<file path="src/rtl/dfir_pkg.sv">
// Shared constants, types and coefficient ROM of the decimating Q15 FIR filter.
package dfir_pkg;

   localparam int DefTaps    = 19;
   localparam int RomTaps    = 19;
   localparam int TapIdxW    = 6;
   localparam int SampleW    = 16;
   localparam int ValueW     = 21;
   localparam int FactorW    = 5;
   localparam int CountW     = 4;
   localparam int ProdW      = 2 * SampleW;
   localparam int ShiftW     = ProdW - 15;
   localparam int MaxFactor  = 16;
   localparam int DefFactor  = 10;

   typedef enum logic [1:0] {
      StIdle,
      StRun,
      StDrain,
      StDone
   } state_type;

   typedef struct packed {
      logic               issue;
      logic               clear;
      logic [TapIdxW-1:0] tap;
   } mac_ctl_type;

   function automatic logic signed [SampleW-1:0] coef_rom(input logic [TapIdxW-1:0] tap);
      logic signed [SampleW-1:0] c;
      case (tap)
         6'd0:    c = 16'sd2430;
         6'd1:    c = 16'sd1072;
         6'd2:    c = 16'sd1266;
         6'd3:    c = 16'sd1456;
         6'd4:    c = 16'sd1632;
         6'd5:    c = 16'sd1786;
         6'd6:    c = 16'sd1914;
         6'd7:    c = 16'sd2010;
         6'd8:    c = 16'sd2069;
         6'd9:    c = 16'sd2088;
         6'd10:   c = 16'sd2069;
         6'd11:   c = 16'sd2010;
         6'd12:   c = 16'sd1914;
         6'd13:   c = 16'sd1786;
         6'd14:   c = 16'sd1632;
         6'd15:   c = 16'sd1456;
         6'd16:   c = 16'sd1266;
         6'd17:   c = 16'sd1072;
         6'd18:   c = 16'sd2430;
         default: c = '0;
      endcase
      return c;
   endfunction

   // Floor shift by 15, then clamp to the Q15 range.
   function automatic logic signed [SampleW-1:0] sat_q15(input logic signed [ProdW-1:0] p);
      logic signed [ShiftW-1:0]  s;
      logic signed [SampleW-1:0] r;
      s = ShiftW'(p >>> 15);
      if (s > ShiftW'(32767)) begin
         r = 16'sh7fff;
      end else if (s < -ShiftW'(32768)) begin
         r = 16'sh8000;
      end else begin
         r = SampleW'(s);
      end
      return r;
   endfunction

endpackage

</file>
<file path="src/rtl/dfir_if.sv">
// Valid/ready channel interfaces for sample beats and result beats.
interface dfir_req_if
   import dfir_pkg::*;
   ();
   logic                      valid;
   logic                      ready;
   logic signed [SampleW-1:0] sample;

   modport source (output valid, output sample, input ready);
   modport sink   (input valid, input sample, output ready);
endinterface

interface dfir_rsp_if
   import dfir_pkg::*;
   ();
   logic                     valid;
   logic                     ready;
   logic signed [ValueW-1:0] filtered_value;

   modport source (output valid, output filtered_value, input ready);
   modport sink   (input valid, input filtered_value, output ready);
endinterface

</file>
<file path="src/rtl/decimating_fir_q15_top.sv">
// Decimating Q15 FIR filter top level.
// A new sample beat is taken only once the last one has been swept through all taps
// and any due result is loaded into the result register, as set by the
// single read port of the delay-line RAM feeding the one shared multiply-accumulate.
// Reset is synchronous: control clears, the delay line reads as zero through
// per-entry valid bits, and the decimation factor returns to 10.
module decimating_fir_q15_top
   import dfir_pkg::*;
#(
   parameter int TAPS = DefTaps
) (
   input  logic               clock,
   input  logic               reset,
   dfir_req_if.sink           req_bus,
   dfir_rsp_if.source         rsp_bus,
   input  logic               csr_wr_en,
   input  logic [FactorW-1:0] csr_wr_data
);

   localparam int AddrW = $clog2(TAPS);

   logic                      ram_wr_en;
   logic [AddrW-1:0]          ram_wr_addr;
   logic                      ram_rd_en;
   logic [AddrW-1:0]          ram_rd_addr;
   logic signed [SampleW-1:0] ram_rd_data;
   mac_ctl_type               mac_ctl;
   logic                      mac_busy;
   logic signed [ValueW-1:0]  mac_acc;

   dfir_ctrl #(
      .TAPS  (TAPS),
      .AddrW (AddrW)
   ) u_ctrl (
      .clock       (clock),
      .reset       (reset),
      .req_valid   (req_bus.valid),
      .req_ready   (req_bus.ready),
      .csr_wr_en   (csr_wr_en),
      .csr_wr_data (csr_wr_data),
      .ram_wr_en   (ram_wr_en),
      .ram_wr_addr (ram_wr_addr),
      .ram_rd_en   (ram_rd_en),
      .ram_rd_addr (ram_rd_addr),
      .mac_ctl     (mac_ctl),
      .mac_busy    (mac_busy),
      .mac_acc     (mac_acc),
      .rsp_valid   (rsp_bus.valid),
      .rsp_ready   (rsp_bus.ready),
      .rsp_value   (rsp_bus.filtered_value)
   );

   dfir_ram #(
      .TAPS  (TAPS),
      .AddrW (AddrW)
   ) u_ram (
      .clock   (clock),
      .reset   (reset),
      .wr_en   (ram_wr_en),
      .wr_addr (ram_wr_addr),
      .wr_data (req_bus.sample),
      .rd_en   (ram_rd_en),
      .rd_addr (ram_rd_addr),
      .rd_data (ram_rd_data)
   );

   dfir_mac u_mac (
      .clock   (clock),
      .reset   (reset),
      .ctl     (mac_ctl),
      .rd_data (ram_rd_data),
      .acc     (mac_acc),
      .busy    (mac_busy)
   );

endmodule

</file>
<file path="src/rtl/dfir_ram.sv">
// Delay-line memory: one write port, one registered read port, per-entry valid bits.
module dfir_ram
   import dfir_pkg::*;
#(
   parameter int TAPS  = DefTaps,
   parameter int AddrW = $clog2(TAPS)
) (
   input  logic                      clock,
   input  logic                      reset,
   input  logic                      wr_en,
   input  logic [AddrW-1:0]          wr_addr,
   input  logic signed [SampleW-1:0] wr_data,
   input  logic                      rd_en,
   input  logic [AddrW-1:0]          rd_addr,
   output logic signed [SampleW-1:0] rd_data
);

   logic signed [SampleW-1:0] mem [TAPS];
   logic [TAPS-1:0]           valid_ff;
   logic signed [SampleW-1:0] rd_data_ff;
   logic                      rd_valid_ff;

   always_ff @(posedge clock) begin
      if (wr_en) begin
         mem[wr_addr] <= wr_data;
      end
      if (rd_en) begin
         rd_data_ff <= mem[rd_addr];
      end
   end

   always_ff @(posedge clock) begin
      if (reset) begin
         valid_ff    <= '0;
         rd_valid_ff <= 1'b0;
      end else begin
         if (wr_en) begin
            valid_ff[wr_addr] <= 1'b1;
         end
         if (rd_en) begin
            rd_valid_ff <= valid_ff[rd_addr];
         end
      end
   end

   assign rd_data = rd_valid_ff ? rd_data_ff : '0;

endmodule

</file>
<file path="src/rtl/dfir_mac.sv">
// Shared multiply, saturate and accumulate pipeline over the taps.
module dfir_mac
   import dfir_pkg::*;
(
   input  logic                      clock,
   input  logic                      reset,
   input  mac_ctl_type               ctl,
   input  logic signed [SampleW-1:0] rd_data,
   output logic signed [ValueW-1:0]  acc,
   output logic                      busy
);

   logic                      v1_ff;
   logic [TapIdxW-1:0]        tap1_ff;
   logic                      v2_ff;
   logic signed [ProdW-1:0]   prod_ff;
   logic signed [ProdW-1:0]   prod_in;
   logic signed [ValueW-1:0]  acc_ff;
   logic signed [ValueW-1:0]  acc_in;

   always_comb begin
      prod_in = coef_rom(tap1_ff) * rd_data;
      acc_in  = acc_ff + ValueW'(sat_q15(prod_ff));
   end

   always_ff @(posedge clock) begin
      tap1_ff <= ctl.tap;
      prod_ff <= prod_in;
   end

   always_ff @(posedge clock) begin
      if (reset) begin
         v1_ff  <= 1'b0;
         v2_ff  <= 1'b0;
         acc_ff <= '0;
      end else begin
         v1_ff <= ctl.issue;
         v2_ff <= v1_ff;
         if (ctl.clear) begin
            acc_ff <= '0;
         end else if (v2_ff) begin
            acc_ff <= acc_in;
         end
      end
   end

   assign acc  = acc_ff;
   assign busy = v1_ff | v2_ff;

endmodule

</file>
<file path="src/rtl/dfir_ctrl.sv">
// Sequencer: sample write, tap read sweep, decimation count and result register.
module dfir_ctrl
   import dfir_pkg::*;
#(
   parameter int TAPS  = DefTaps,
   parameter int AddrW = $clog2(TAPS)
) (
   input  logic                     clock,
   input  logic                     reset,
   input  logic                     req_valid,
   output logic                     req_ready,
   input  logic                     csr_wr_en,
   input  logic [FactorW-1:0]       csr_wr_data,
   output logic                     ram_wr_en,
   output logic [AddrW-1:0]         ram_wr_addr,
   output logic                     ram_rd_en,
   output logic [AddrW-1:0]         ram_rd_addr,
   output mac_ctl_type              mac_ctl,
   input  logic                     mac_busy,
   input  logic signed [ValueW-1:0] mac_acc,
   output logic                     rsp_valid,
   input  logic                     rsp_ready,
   output logic signed [ValueW-1:0] rsp_value
);

   localparam logic [AddrW-1:0] LastIdx = AddrW'(TAPS - 1);

   state_type                state_ff, state_in;
   logic [AddrW-1:0]         wp_ff, wp_in;
   logic [AddrW-1:0]         addr_ff, addr_in;
   logic [AddrW-1:0]         k_ff, k_in;
   logic [CountW-1:0]        cnt_ff, cnt_in;
   logic                     emit_ff, emit_in;
   logic [FactorW-1:0]       factor_ff;
   logic                     rsp_valid_ff;
   logic signed [ValueW-1:0] rsp_value_ff;
   logic                     accept;
   logic                     load_rsp;
   logic [FactorW-1:0]       factor_eff;
   logic [FactorW-1:0]       cnt_inc;

   // Next state.
   always_comb begin
      state_in = state_ff;
      unique case (state_ff)
         StIdle: begin
            if (req_valid) begin
               state_in = StRun;
            end
         end
         StRun: begin
            if (k_ff == LastIdx) begin
               state_in = StDrain;
            end
         end
         StDrain: begin
            if (!mac_busy) begin
               state_in = StDone;
            end
         end
         StDone: begin
            if (!emit_ff || !rsp_valid_ff || rsp_ready) begin
               state_in = StIdle;
            end
         end
         default: state_in = StIdle;
      endcase
   end

   // Outputs.
   always_comb begin
      req_ready    = 1'b0;
      ram_rd_en    = 1'b0;
      load_rsp     = 1'b0;
      unique case (state_ff)
         StIdle:  req_ready = 1'b1;
         StRun:   ram_rd_en = 1'b1;
         StDrain: ;
         StDone:  load_rsp  = emit_ff && (!rsp_valid_ff || rsp_ready);
         default: ;
      endcase
      accept        = req_valid && req_ready;
      ram_wr_en     = accept;
      ram_wr_addr   = wp_ff;
      ram_rd_addr   = addr_ff;
      mac_ctl.issue = ram_rd_en;
      mac_ctl.clear = accept;
      mac_ctl.tap   = TapIdxW'(k_ff);
   end

   always_comb begin
      if (factor_ff == '0) begin
         factor_eff = FactorW'(1);
      end else if (factor_ff > FactorW'(MaxFactor)) begin
         factor_eff = FactorW'(MaxFactor);
      end else begin
         factor_eff = factor_ff;
      end
      cnt_inc = FactorW'(cnt_ff) + FactorW'(1);

      wp_in   = wp_ff;
      addr_in = addr_ff;
      k_in    = k_ff;
      cnt_in  = cnt_ff;
      emit_in = emit_ff;
      if (accept) begin
         wp_in   = (wp_ff == LastIdx) ? '0 : wp_ff + AddrW'(1);
         addr_in = wp_ff;
         k_in    = '0;
         if (cnt_inc >= factor_eff) begin
            emit_in = 1'b1;
            cnt_in  = '0;
         end else begin
            emit_in = 1'b0;
            cnt_in  = CountW'(cnt_inc);
         end
      end else if (ram_rd_en) begin
         addr_in = (addr_ff == '0) ? LastIdx : addr_ff - AddrW'(1);
         k_in    = k_ff + AddrW'(1);
      end
   end

   always_ff @(posedge clock) begin
      if (load_rsp) begin
         rsp_value_ff <= mac_acc;
      end
   end

   always_ff @(posedge clock) begin
      if (reset) begin
         state_ff     <= StIdle;
         wp_ff        <= '0;
         addr_ff      <= '0;
         k_ff         <= '0;
         cnt_ff       <= '0;
         emit_ff      <= 1'b0;
         factor_ff    <= FactorW'(DefFactor);
         rsp_valid_ff <= 1'b0;
      end else begin
         state_ff <= state_in;
         wp_ff    <= wp_in;
         addr_ff  <= addr_in;
         k_ff     <= k_in;
         cnt_ff   <= cnt_in;
         emit_ff  <= emit_in;
         if (csr_wr_en) begin
            factor_ff <= csr_wr_data;
         end
         if (load_rsp) begin
            rsp_valid_ff <= 1'b1;
         end else if (rsp_ready) begin
            rsp_valid_ff <= 1'b0;
         end
      end
   end

   assign rsp_valid = rsp_valid_ff;
   assign rsp_value = rsp_value_ff;

endmodule

</file>
<file path="src/flat_wrapper.sv">
// flat-port wrapper written by rule: the top's interface ports become plain ports
module decimating_fir_q15_top_flat import dfir_pkg::*;
#(
   parameter int TAPS = DefTaps
)
  (clock, reset, csr_wr_en, csr_wr_data, req_bus_valid, req_bus_sample, req_bus_ready, rsp_bus_valid, rsp_bus_filtered_value, rsp_bus_ready);
  dfir_req_if req_bus_i ();
  dfir_rsp_if rsp_bus_i ();
  input  logic clock;
  input  logic reset;
  input  logic csr_wr_en;
  input  logic [FactorW-1:0] csr_wr_data;
  input wire logic [$bits(req_bus_i.valid)-1:0] req_bus_valid;
  input wire logic [$bits(req_bus_i.sample)-1:0] req_bus_sample;
  output wire logic [$bits(req_bus_i.ready)-1:0] req_bus_ready;
  output wire logic [$bits(rsp_bus_i.valid)-1:0] rsp_bus_valid;
  output wire logic [$bits(rsp_bus_i.filtered_value)-1:0] rsp_bus_filtered_value;
  input wire logic [$bits(rsp_bus_i.ready)-1:0] rsp_bus_ready;
  assign req_bus_i.valid = req_bus_valid;
  assign req_bus_i.sample = req_bus_sample;
  assign req_bus_ready = req_bus_i.ready;
  assign rsp_bus_valid = rsp_bus_i.valid;
  assign rsp_bus_filtered_value = rsp_bus_i.filtered_value;
  assign rsp_bus_i.ready = rsp_bus_ready;
  decimating_fir_q15_top #(.TAPS(TAPS)) u_core (.clock(clock), .reset(reset), .req_bus(req_bus_i), .rsp_bus(rsp_bus_i), .csr_wr_en(csr_wr_en), .csr_wr_data(csr_wr_data));
endmodule
</file>
<file path="config.mk">
export PLATFORM = sky130hd
export DESIGN_NAME = decimating_fir_q15_top_flat
export DESIGN_NICKNAME = d
export VERILOG_FILES = /design/src/rtl/dfir_pkg.sv /design/src/rtl/dfir_if.sv /design/src/rtl/decimating_fir_q15_top.sv /design/src/rtl/dfir_ram.sv /design/src/rtl/dfir_mac.sv /design/src/rtl/dfir_ctrl.sv /design/src/flat_wrapper.sv
export SDC_FILE = /design/constraint.sdc
export NUM_CORES = 1
export LEC_CHECK = 0
export BUFFER_PORTS_ARGS = -buffer_cell sky130_fd_sc_hd__buf_2
export CAP_MARGIN = 10
export CORE_UTILIZATION = 69
export DETAILED_ROUTE_END_ITERATION = 7
export HOLD_SLACK_MARGIN = 0.08
export PLACE_DENSITY = 0.85
export SKIP_CTS_REPAIR_TIMING = 1
export SLEW_MARGIN = 10
export SYNTH_ARGS = -nofsm -noshare
export SYNTH_HDL_FRONTEND = slang
export SYNTH_SLANG_ARGS = --single-unit
</file>
<file path="constraint.sdc">
create_clock -name clock -period 9.1 [get_ports clock]
set_input_delay 1.365 -clock clock [delete_from_list [all_inputs] [get_ports clock]]
set_output_delay 1.365 -clock clock [all_outputs]
set_load 0.005 [all_outputs]
</file>
==> metrics, run 1 <==
CTS H-Tree Depth=2; crit start category=flop; clock latency reported for the late side of the worst-skew pair=~0.59 ns; Min-Delay Endpoint=u_core.u_ctrl.rsp_value[20]; post-detailed-routing wire length=between 60,000 and 70,000 um; cell area after synthesis=~25,000 sq um; via count=16.1k; buffer cell driving the clock tree root=sky130_fd_sc_hd__clkbuf_16; Post-Route Hold Slack=~0.46 ns; highest attainable clock frequency=~0.15 GHz; worst-case clock skew=between 0.015 and 0.02 ns; crit path capture type=flop; length of routed met2 wiring=a little over 30,000 um; unrepaired setup endpoints after global routing=no; number of fillers in the final layout=approximately 2.1k; synthesis-to-layout area growth=8.02%; fraction of layout instances using a drive strength above 1=~12%; overflow left after global routing=0; count of distinct cell types in the synthesized netlist=74; number of global-route vias before repair=roughly 16k; headroom to the max-slew limit=~13%; vertical extent of the die=between 150 and 200 um; number of non-filler instances in the completed layout=between 2k and 2.5k; area of the die=~37,000 sq um; area taken by flip-flops and latches=around 12,000 sq um; per-instance average area after synthesis=around 13 sq um; peak supply drop=0.248 mV; global placement routability congestion=~0.92; average via count per standard cell=between 6 and 7; worst hold path depth=0; Period minus WS final=about 6.7 ns; post-route fraction of the period consumed by the critical path=about 73%; Worst Path Arrival=between 7 and 8 ns; violated checks=DRC; ANT nets after route=0; Detailed Place HPWL=between 30,000 and 40,000 um; post-CTS clock slew at the launch and capture registers of the worst setup and hold paths=~0.060 ns; synthesized net count=between 2k and 2.5k; standard-cell row count=69; hold path start=u_core.u_mac.acc[20]; initial DRC count=between 1.5k and 2k; Worst Hold Class=reg -> reg; Total Neg Setup Slack=0 ns; initial antenna violation count=1; number of DRC violations after detailed routing=2; maximum number of buffers from clock root to sink=3; number of cells produced by synthesis=a little under 2k; I/O pin count=49; DRT Pass-1 Iters=8; gr usage total=around 34%; CTS tree=done; number of cells on the worst reg-to-reg path=20; cell area power density=between 200 and 300 nW/um^2; Inserted Clock Buffers=43; async set-or-reset flop fraction in the synthesized netlist=0%; post-layout power=0.00769 W; max-cap check violation count=0; total of flip-flops plus latches after synthesis=441; top_reg_cell synth=sky130_fd_sc_hd__edfxtp_1; width of the die=around 190 um; crit path launch=u_core.u_ram.rd_valid_ff; effective utilization at floorplan=approximately 70%; total of buffers placed on input and output ports=48; Post-Route Utilization=about three quarters; final number of max-transition violations=0; R2R Path End=u_core.u_mac.prod_ff[25]; required time at the worst-slack endpoint=between 9 and 10 ns; pin count of the biggest net entering global routing=78; routed wirelength normalized by instance count=about 25 um; setup violators final=0; count of clock tree sinks=about 440; detailed-routed wire length on met3=~5000 um; first-pass GRT wire length=approximately 93,000 um; Warnings, synthesis=0; Hold Violations, Final=0; sequential area share after synthesis=~49%; count of nets after finishing=~2.3k; static leakage=about 11 nW; met1 layer wirelength in the final routing=around 22,000 um; highest fanout seen on the critical path=37; core area=approximately 36,000 sq um; status=complete, but fails checks; Worst R2R Start=u_core.u_ram.rd_valid_ff; combined area of the multi-input logic cells=about 12,000 sq um; number of enable-type register cells in the synthesized netlist=approximately 340; topmost layer with routed signal wires=met5; internal reg-to-reg setup slack=between 2 and 2.5 ns; worst slew pin tran=about 1.3 ns; path type of the worst setup path=reg -> reg; number of placed instances with taps included=between 2k and 2.5k; antenna cells=0
## layer usage
metal	global-route usage [%]	up-vias
li1	-	6986
met1	41.5	7993
met2	59.0	921
met3	6.24	209
met4	14.8	2
met5	0	-
## metrics by stage
stage / instance area (sq um) / setup WS, ns
3_5_place_dp: 25700 / 2.50
3_3_place_gp: 25700 / 2.62
5_1_grt: 27100 / 2.05
4_1_cts: 27100 / 2.47
6_report: 27100 / 2.42
2_1_floorplan: 25100 / 3.14
## state kept, by name (all words and copies together), names as in the netlist, named ones only
register and count:
u_core.u_ctrl.k_ff 5, u_core.u_mac.v2_ff 1, u_core.u_mac.acc 21, u_core.u_ctrl.ram_wr_addr 5
u_core.u_ram.rd_data_ff 16, u_core.u_mac.prod_ff 17, u_core.u_ctrl.factor_ff 5, u_core.u_ram.rd_valid_ff 1
u_core.u_ctrl.emit_ff 1, u_core.u_ram.mem 304, u_core.u_ctrl.ram_rd_addr 5, u_core.u_ctrl.rsp_value 21
u_core.u_ram.valid_ff 19, u_core.u_ctrl.cnt_ff 4, u_core.u_ctrl.rsp_valid 1, u_core.u_mac.v1_ff 1
u_core.u_ctrl.state_ff 2
## kinds of logic after synthesis
family / Yosys count / share of synthesized area (%)
flops: 441 / 48.8
mux: 142 / 10.3
simple gates: 505 / 9.67
compound gates: 214 / 5.63
fa+ha+maj: 317 / 19.8
buf+inv: 297 / 4.70
xor+xnor: 34 / 1.19
## critical path, cell delays in order, from the launching register on
cell and delay [ns]:
sky130_fd_sc_hd__dfxtp_2 0.53, sky130_fd_sc_hd__buf_4 0.36, sky130_fd_sc_hd__and2_1 0.37, sky130_fd_sc_hd__nand2_1 0.13, sky130_fd_sc_hd__fa_1 0.60, sky130_fd_sc_hd__fa_1 0.45
sky130_fd_sc_hd__fa_1 0.54, sky130_fd_sc_hd__inv_1 0.05, sky130_fd_sc_hd__fa_1 0.50, sky130_fd_sc_hd__fa_1 0.54, sky130_fd_sc_hd__inv_1 0.05, sky130_fd_sc_hd__fa_1 0.52
sky130_fd_sc_hd__inv_1 0.05, sky130_fd_sc_hd__ha_1 0.32, sky130_fd_sc_hd__and4_1 0.22, sky130_fd_sc_hd__o211ai_1 0.09, sky130_fd_sc_hd__a211oi_1 0.28, sky130_fd_sc_hd__o211ai_1 0.20
sky130_fd_sc_hd__a21boi_0 0.40, sky130_fd_sc_hd__o21ai_0 0.20, sky130_fd_sc_hd__xnor2_1 0.15
## synthesized netlist by cell type (all sizes together), types with 16 or more instances
master | instances | area, sq um
edfxtp | 341 | 10200
inv | 193 | 724
ha | 164 | 2050
nand2 | 160 | 601
fa | 138 | 2760
nor2 | 130 | 488
dfxtp | 100 | 2000
and3 | 94 | 588
mux4 | 84 | 1980
clkbuf | 82 | 308
a21oi | 51 | 259
o21ai | 51 | 255
mux2i | 42 | 420
xnor2 | 26 | 228
a21o | 24 | 180
nor3 | 22 | 110
buf | 21 | 144
a211oi | 20 | 150
nand3 | 19 | 95.1
mux2 | 16 | 180
## worst max-delay path by stage
stage / endpoint / slack, ns / depth (start not counted)
6_report: u_core.u_mac.prod_ff[25] / 2.42 / 20
5_1_grt: u_core.u_mac.prod_ff[21] / 2.05 / 20
4_1_cts: u_core.u_mac.prod_ff[21] / 2.47 / 20
3_3_place_gp: u_core.u_mac.prod_ff[31] / 2.62 / 20
3_5_place_dp: u_core.u_mac.prod_ff[21] / 2.50 / 20
2_1_floorplan: u_core.u_mac.prod_ff[25] / 3.14 / 21
## cell type report
| class | instances | area share (%) |
|---|---|---|
| Clock buffer | 60 | 4.47 |
| Clock inverter | 13 | 0.678 |
| Inverter | 194 | 2.68 |
| Multi-Input combinational cell | 1212 | 43.2 |
| Sequential cell | 441 | 45.2 |
| Tap cell | 461 | 2.13 |
| Timing Repair Buffer | 75 | 1.63 |
## cell usage in the layout, fill, tap and decap left out, types with 10 or more instances in the layout
| cell type | count |
|---|---|
| sky130_fd_sc_hd__edfxtp_1 | 341 |
| sky130_fd_sc_hd__inv_1 | 192 |
| sky130_fd_sc_hd__ha_1 | 164 |
| sky130_fd_sc_hd__nand2_1 | 160 |
| sky130_fd_sc_hd__fa_1 | 138 |
| sky130_fd_sc_hd__nor2_1 | 114 |
| sky130_fd_sc_hd__dfxtp_1 | 97 |
| sky130_fd_sc_hd__and3_1 | 94 |
| sky130_fd_sc_hd__mux4_2 | 60 |
| sky130_fd_sc_hd__a21oi_1 | 50 |
| sky130_fd_sc_hd__o21ai_0 | 50 |
| sky130_fd_sc_hd__buf_2 | 48 |
| sky130_fd_sc_hd__clkbuf_16 | 44 |
| sky130_fd_sc_hd__mux2i_1 | 42 |
| sky130_fd_sc_hd__buf_4 | 27 |
| sky130_fd_sc_hd__xnor2_1 | 26 |
| sky130_fd_sc_hd__a21o_1 | 24 |
| sky130_fd_sc_hd__mux4_1 | 24 |
| sky130_fd_sc_hd__nor3_1 | 22 |
| sky130_fd_sc_hd__a211oi_1 | 20 |
| sky130_fd_sc_hd__nand3_1 | 19 |
| sky130_fd_sc_hd__mux2_2 | 16 |
| sky130_fd_sc_hd__nor2_2 | 16 |
| sky130_fd_sc_hd__and2_1 | 15 |
| sky130_fd_sc_hd__maj3_1 | 15 |
| sky130_fd_sc_hd__nor2b_1 | 14 |
| sky130_fd_sc_hd__clkbuf_1 | 11 |
| sky130_fd_sc_hd__nand4_1 | 10 |
## power by group
part / switching [W] / leakage, nW / internal, W
logic: 0.00185 / 6.57 / 0.00140
clock network: 0.000794 / 0.670 / 0.000996
registers: 0.000291 / 3.89 / 0.00236
No activity file was read; power rests on OpenSTA's default activity.
==> run 2, diff against run 1 <==
--- a/config.mk
+++ b/config.mk
@@ -7,10 +7,10 @@
 export LEC_CHECK = 0
 export BUFFER_PORTS_ARGS = -buffer_cell sky130_fd_sc_hd__buf_2
 export CAP_MARGIN = 10
-export CORE_UTILIZATION = 69
+export CORE_UTILIZATION = 58
 export DETAILED_ROUTE_END_ITERATION = 7
 export HOLD_SLACK_MARGIN = 0.08
-export PLACE_DENSITY = 0.85
+export PLACE_DENSITY = 0.76
 export SKIP_CTS_REPAIR_TIMING = 1
 export SLEW_MARGIN = 10
 export SYNTH_ARGS = -nofsm -noshare
==> constraint.sdc (replaced) <==
create_clock -name clock -period 5.5 [get_ports clock]
set_input_delay 0.825 -clock clock [delete_from_list [all_inputs] [get_ports clock]]
set_output_delay 0.825 -clock clock [all_outputs]
set_load 0.005 [all_outputs]
==> run 2 against run 1 <==
The flow finishes with violations (setup timing). Via count decreased by 1.2%. Final cell count increased by 10%. Maximum frequency increased by 17%. Critical endpoint is now u_core.u_mac.prod_ff[31].
==> metrics, run 2 (synthesized netlist as in run 1, its figures left out) <==
number of global-route vias before repair=approximately 16k; Worst Hold Class=reg -> reg; crit path capture type=flop; Worst Path Arrival=6.19 ns; combined area of the multi-input logic cells=12,000 sq um; final instance area=about 29,000 sq um; number of fillers in the final layout=2,907; maximum number of buffers from clock root to sink=3; R2R Path End=u_core.u_mac.prod_ff[31]; Worst R2R Start=u_core.u_ram.rd_data_ff[6]; width of the die=roughly 210 um; static leakage=~12 nW; max reg flops=roughly 300; fraction of layout instances using a drive strength above 1=between 20 and 25%; unrepaired setup endpoints after global routing=yes; crit start category=flop; logic depth of the worst setup path including buffers=19; effective utilization at floorplan=approximately three fifths; first-pass GRT wire length=~89,000 um; status=complete, but fails checks; core area=42,300 sq um; ANT nets after route=0; Worst path top cell family by delay=adder cells; average via count per standard cell=5.88; worst hold path depth=0; pin count of the biggest net entering global routing=53; routed wirelength normalized by instance count=roughly 21 um; cell area power density=485 nW/um^2; total of buffers placed on input and output ports=48; DRT Pass-1 Iters=7; required time at the worst-slack endpoint=5.97 ns; initial DRC count=~1.1k; Detailed Place HPWL=between 30,000 and 40,000 um; part of the total power dissipated in sequential elements=between 30 and 40%; most common cell after layout, fill and taps aside=sky130_fd_sc_hd__edfxtp_1; area taken by flip-flops and latches=between 10,000 and 15,000 sq um; DP Area=26,900 sq um; overflow left after global routing=0; via count=15.9k; crit-path cells=buf_4, and3_1, fa_1, fa_1, ha_1, fa_1, inv_1, fa_1, inv_1, fa_1, ha_2, a21o_1, a211oi_2, o221ai_1, o211ai_1, buf_4, a31oi_4, buf_6, a211o_1; count of nets after finishing=~2.4k; path type of the worst setup path=reg -> reg; register ranked first by flip-flop count=u_core.u_ram.mem; post-route fraction of the period consumed by the critical path=104%; Worst Slack Setup Final=-0.218 ns; Inserted Clock Buffers=43; switching power total=slightly above 0.005 W; number of non-filler instances in the completed layout=roughly 2.7k; internal reg-to-reg setup slack=-0.22 ns; max-cap check violation count=0; headroom to the max-slew limit=slightly above 20%; highest attainable clock frequency=approximately 0.17 GHz; hold path start=u_core.u_mac.acc[17]; violated checks=setup timing; buffer cell driving the clock tree root=sky130_fd_sc_hd__clkbuf_16; highest fanout seen on the critical path=7; gr usage total=between 20% and 30%; post-detailed-routing wire length=just under 60,000 um; Hold Violations, Final=0; worst slew pin tran=around 1.2 ns; commonest non-fill, non-tap cells in the layout=sky130_fd_sc_hd__edfxtp_1 (341), sky130_fd_sc_hd__inv_1 (185), sky130_fd_sc_hd__nand2_1 (157), sky130_fd_sc_hd__ha_1 (155), sky130_fd_sc_hd__buf_4 (139); Min-Delay Endpoint=u_core.u_ctrl.rsp_value[17]; clock latency reported for the late side of the worst-skew pair=0.58 ns; count of clock tree sinks=roughly 440; total internal power=approximately 0.0088 W; CP max stage cell=sky130_fd_sc_hd__fa_1; standard-cell row count=75; CTS tree=done; synthesis-to-layout area growth=14.2%; Period minus WS final=5.72 ns; vertical extent of the die=~210 um; net switching share of the total power=between 30% and 40%; area of the die=44,100 sq um; peak supply drop=between 0.4 and 0.5 mV; I/O pin count=between 40 and 50; worst-case clock skew=about 0.017 ns; worst path bufs/invs=5; initial antenna violation count=2; CP most frequent cell=sky130_fd_sc_hd__fa_1; number of DRC violations after detailed routing=0; setup violators final=13; clock share of power=21.9%; final number of max-transition violations=0; power share of the combinational group=47.2%; number of placed instances with taps included=roughly 2.6k; global placement routability congestion=a little over 0.9; number of cells on the worst reg-to-reg path=19; post-CTS clock slew at the launch and capture registers of the worst setup and hold paths=~0.06 ns; Worst path max stage delay=0.54 ns; CTS H-Tree Depth=2
[run 2: changes by cell type in the layout (fill, tap and decap cells not counted), moves of 7 or more]
cell / previous run / this run
sky130_fd_sc_hd__and2_1: 15 / 6
sky130_fd_sc_hd__and3_4: 0 / 10
sky130_fd_sc_hd__and3_1: 94 / 84
sky130_fd_sc_hd__ha_1: 164 / 155
sky130_fd_sc_hd__buf_6: 0 / 8
sky130_fd_sc_hd__ha_4: 0 / 8
sky130_fd_sc_hd__inv_1: 192 / 185
sky130_fd_sc_hd__buf_4: 27 / 139
sky130_fd_sc_hd__inv_2: 1 / 8
[run 2: how the worst max path moves through the flow]
stage / startpoint / endpoint
after floorplan: u_core.u_ram.rd_valid_ff / u_core.u_mac.prod_ff[30]
after global placement: u_core.u_ram.rd_valid_ff / u_core.u_mac.prod_ff[31]
after detailed placement: u_core.u_ram.rd_valid_ff / u_core.u_mac.prod_ff[25]
after CTS: u_core.u_ram.rd_valid_ff / u_core.u_mac.prod_ff[25]
after global routing: u_core.u_ram.rd_valid_ff / u_core.u_mac.prod_ff[31]
final: u_core.u_ram.rd_data_ff[6] / u_core.u_mac.prod_ff[31]
[run 2: cell type report]
class	count	share of cell area, %
Antenna cell	1	0.00873
Tap cell	577	2.52
Timing Repair Buffer	200	5.11
Clock buffer	61	4.21
Inverter	194	2.54
Sequential cell	441	42.8
Multi-Input combinational cell	1212	41.9
Clock inverter	19	0.921
[run 2: through the flow]
step           TNS, ns  utilization, %  hold slack, ns  setup WS (ns)  power, W
3_5_place_dp     -4.96            63.5           0.452         -0.501    0.0105
2_1_floorplan  -0.0534               -           0.423        -0.0534   0.00863
5_1_grt          -3.49            67.7           0.463         -0.408    0.0148
6_report         -1.15            67.7           0.463         -0.218    0.0139
3_3_place_gp     -3.59            63.5           0.444         -0.369    0.0104
4_1_cts          -4.94            67.0           0.442         -0.486    0.0137
[run 2: power groups by stage]
stage                     combinational, W  clock, W  sequential (W)
after floorplan                    0.00455         0         0.00408
after global placement             0.00600         0         0.00436
after detailed placement           0.00617         0         0.00437
after CTS                          0.00626   0.00309         0.00430
after global routing               0.00732   0.00320         0.00433
final                              0.00657   0.00305         0.00429
[run 2: layer usage]
metal  global-route usage, %  vias to the layer above  wire length (um)
met4                    11.6                        0              2240
li1                        -                     7265                 -
met5                       0                        -                 0
met3                    3.47                      156              2860
met1                    32.3                     7931             22500
met2                    47.4                      562             30100
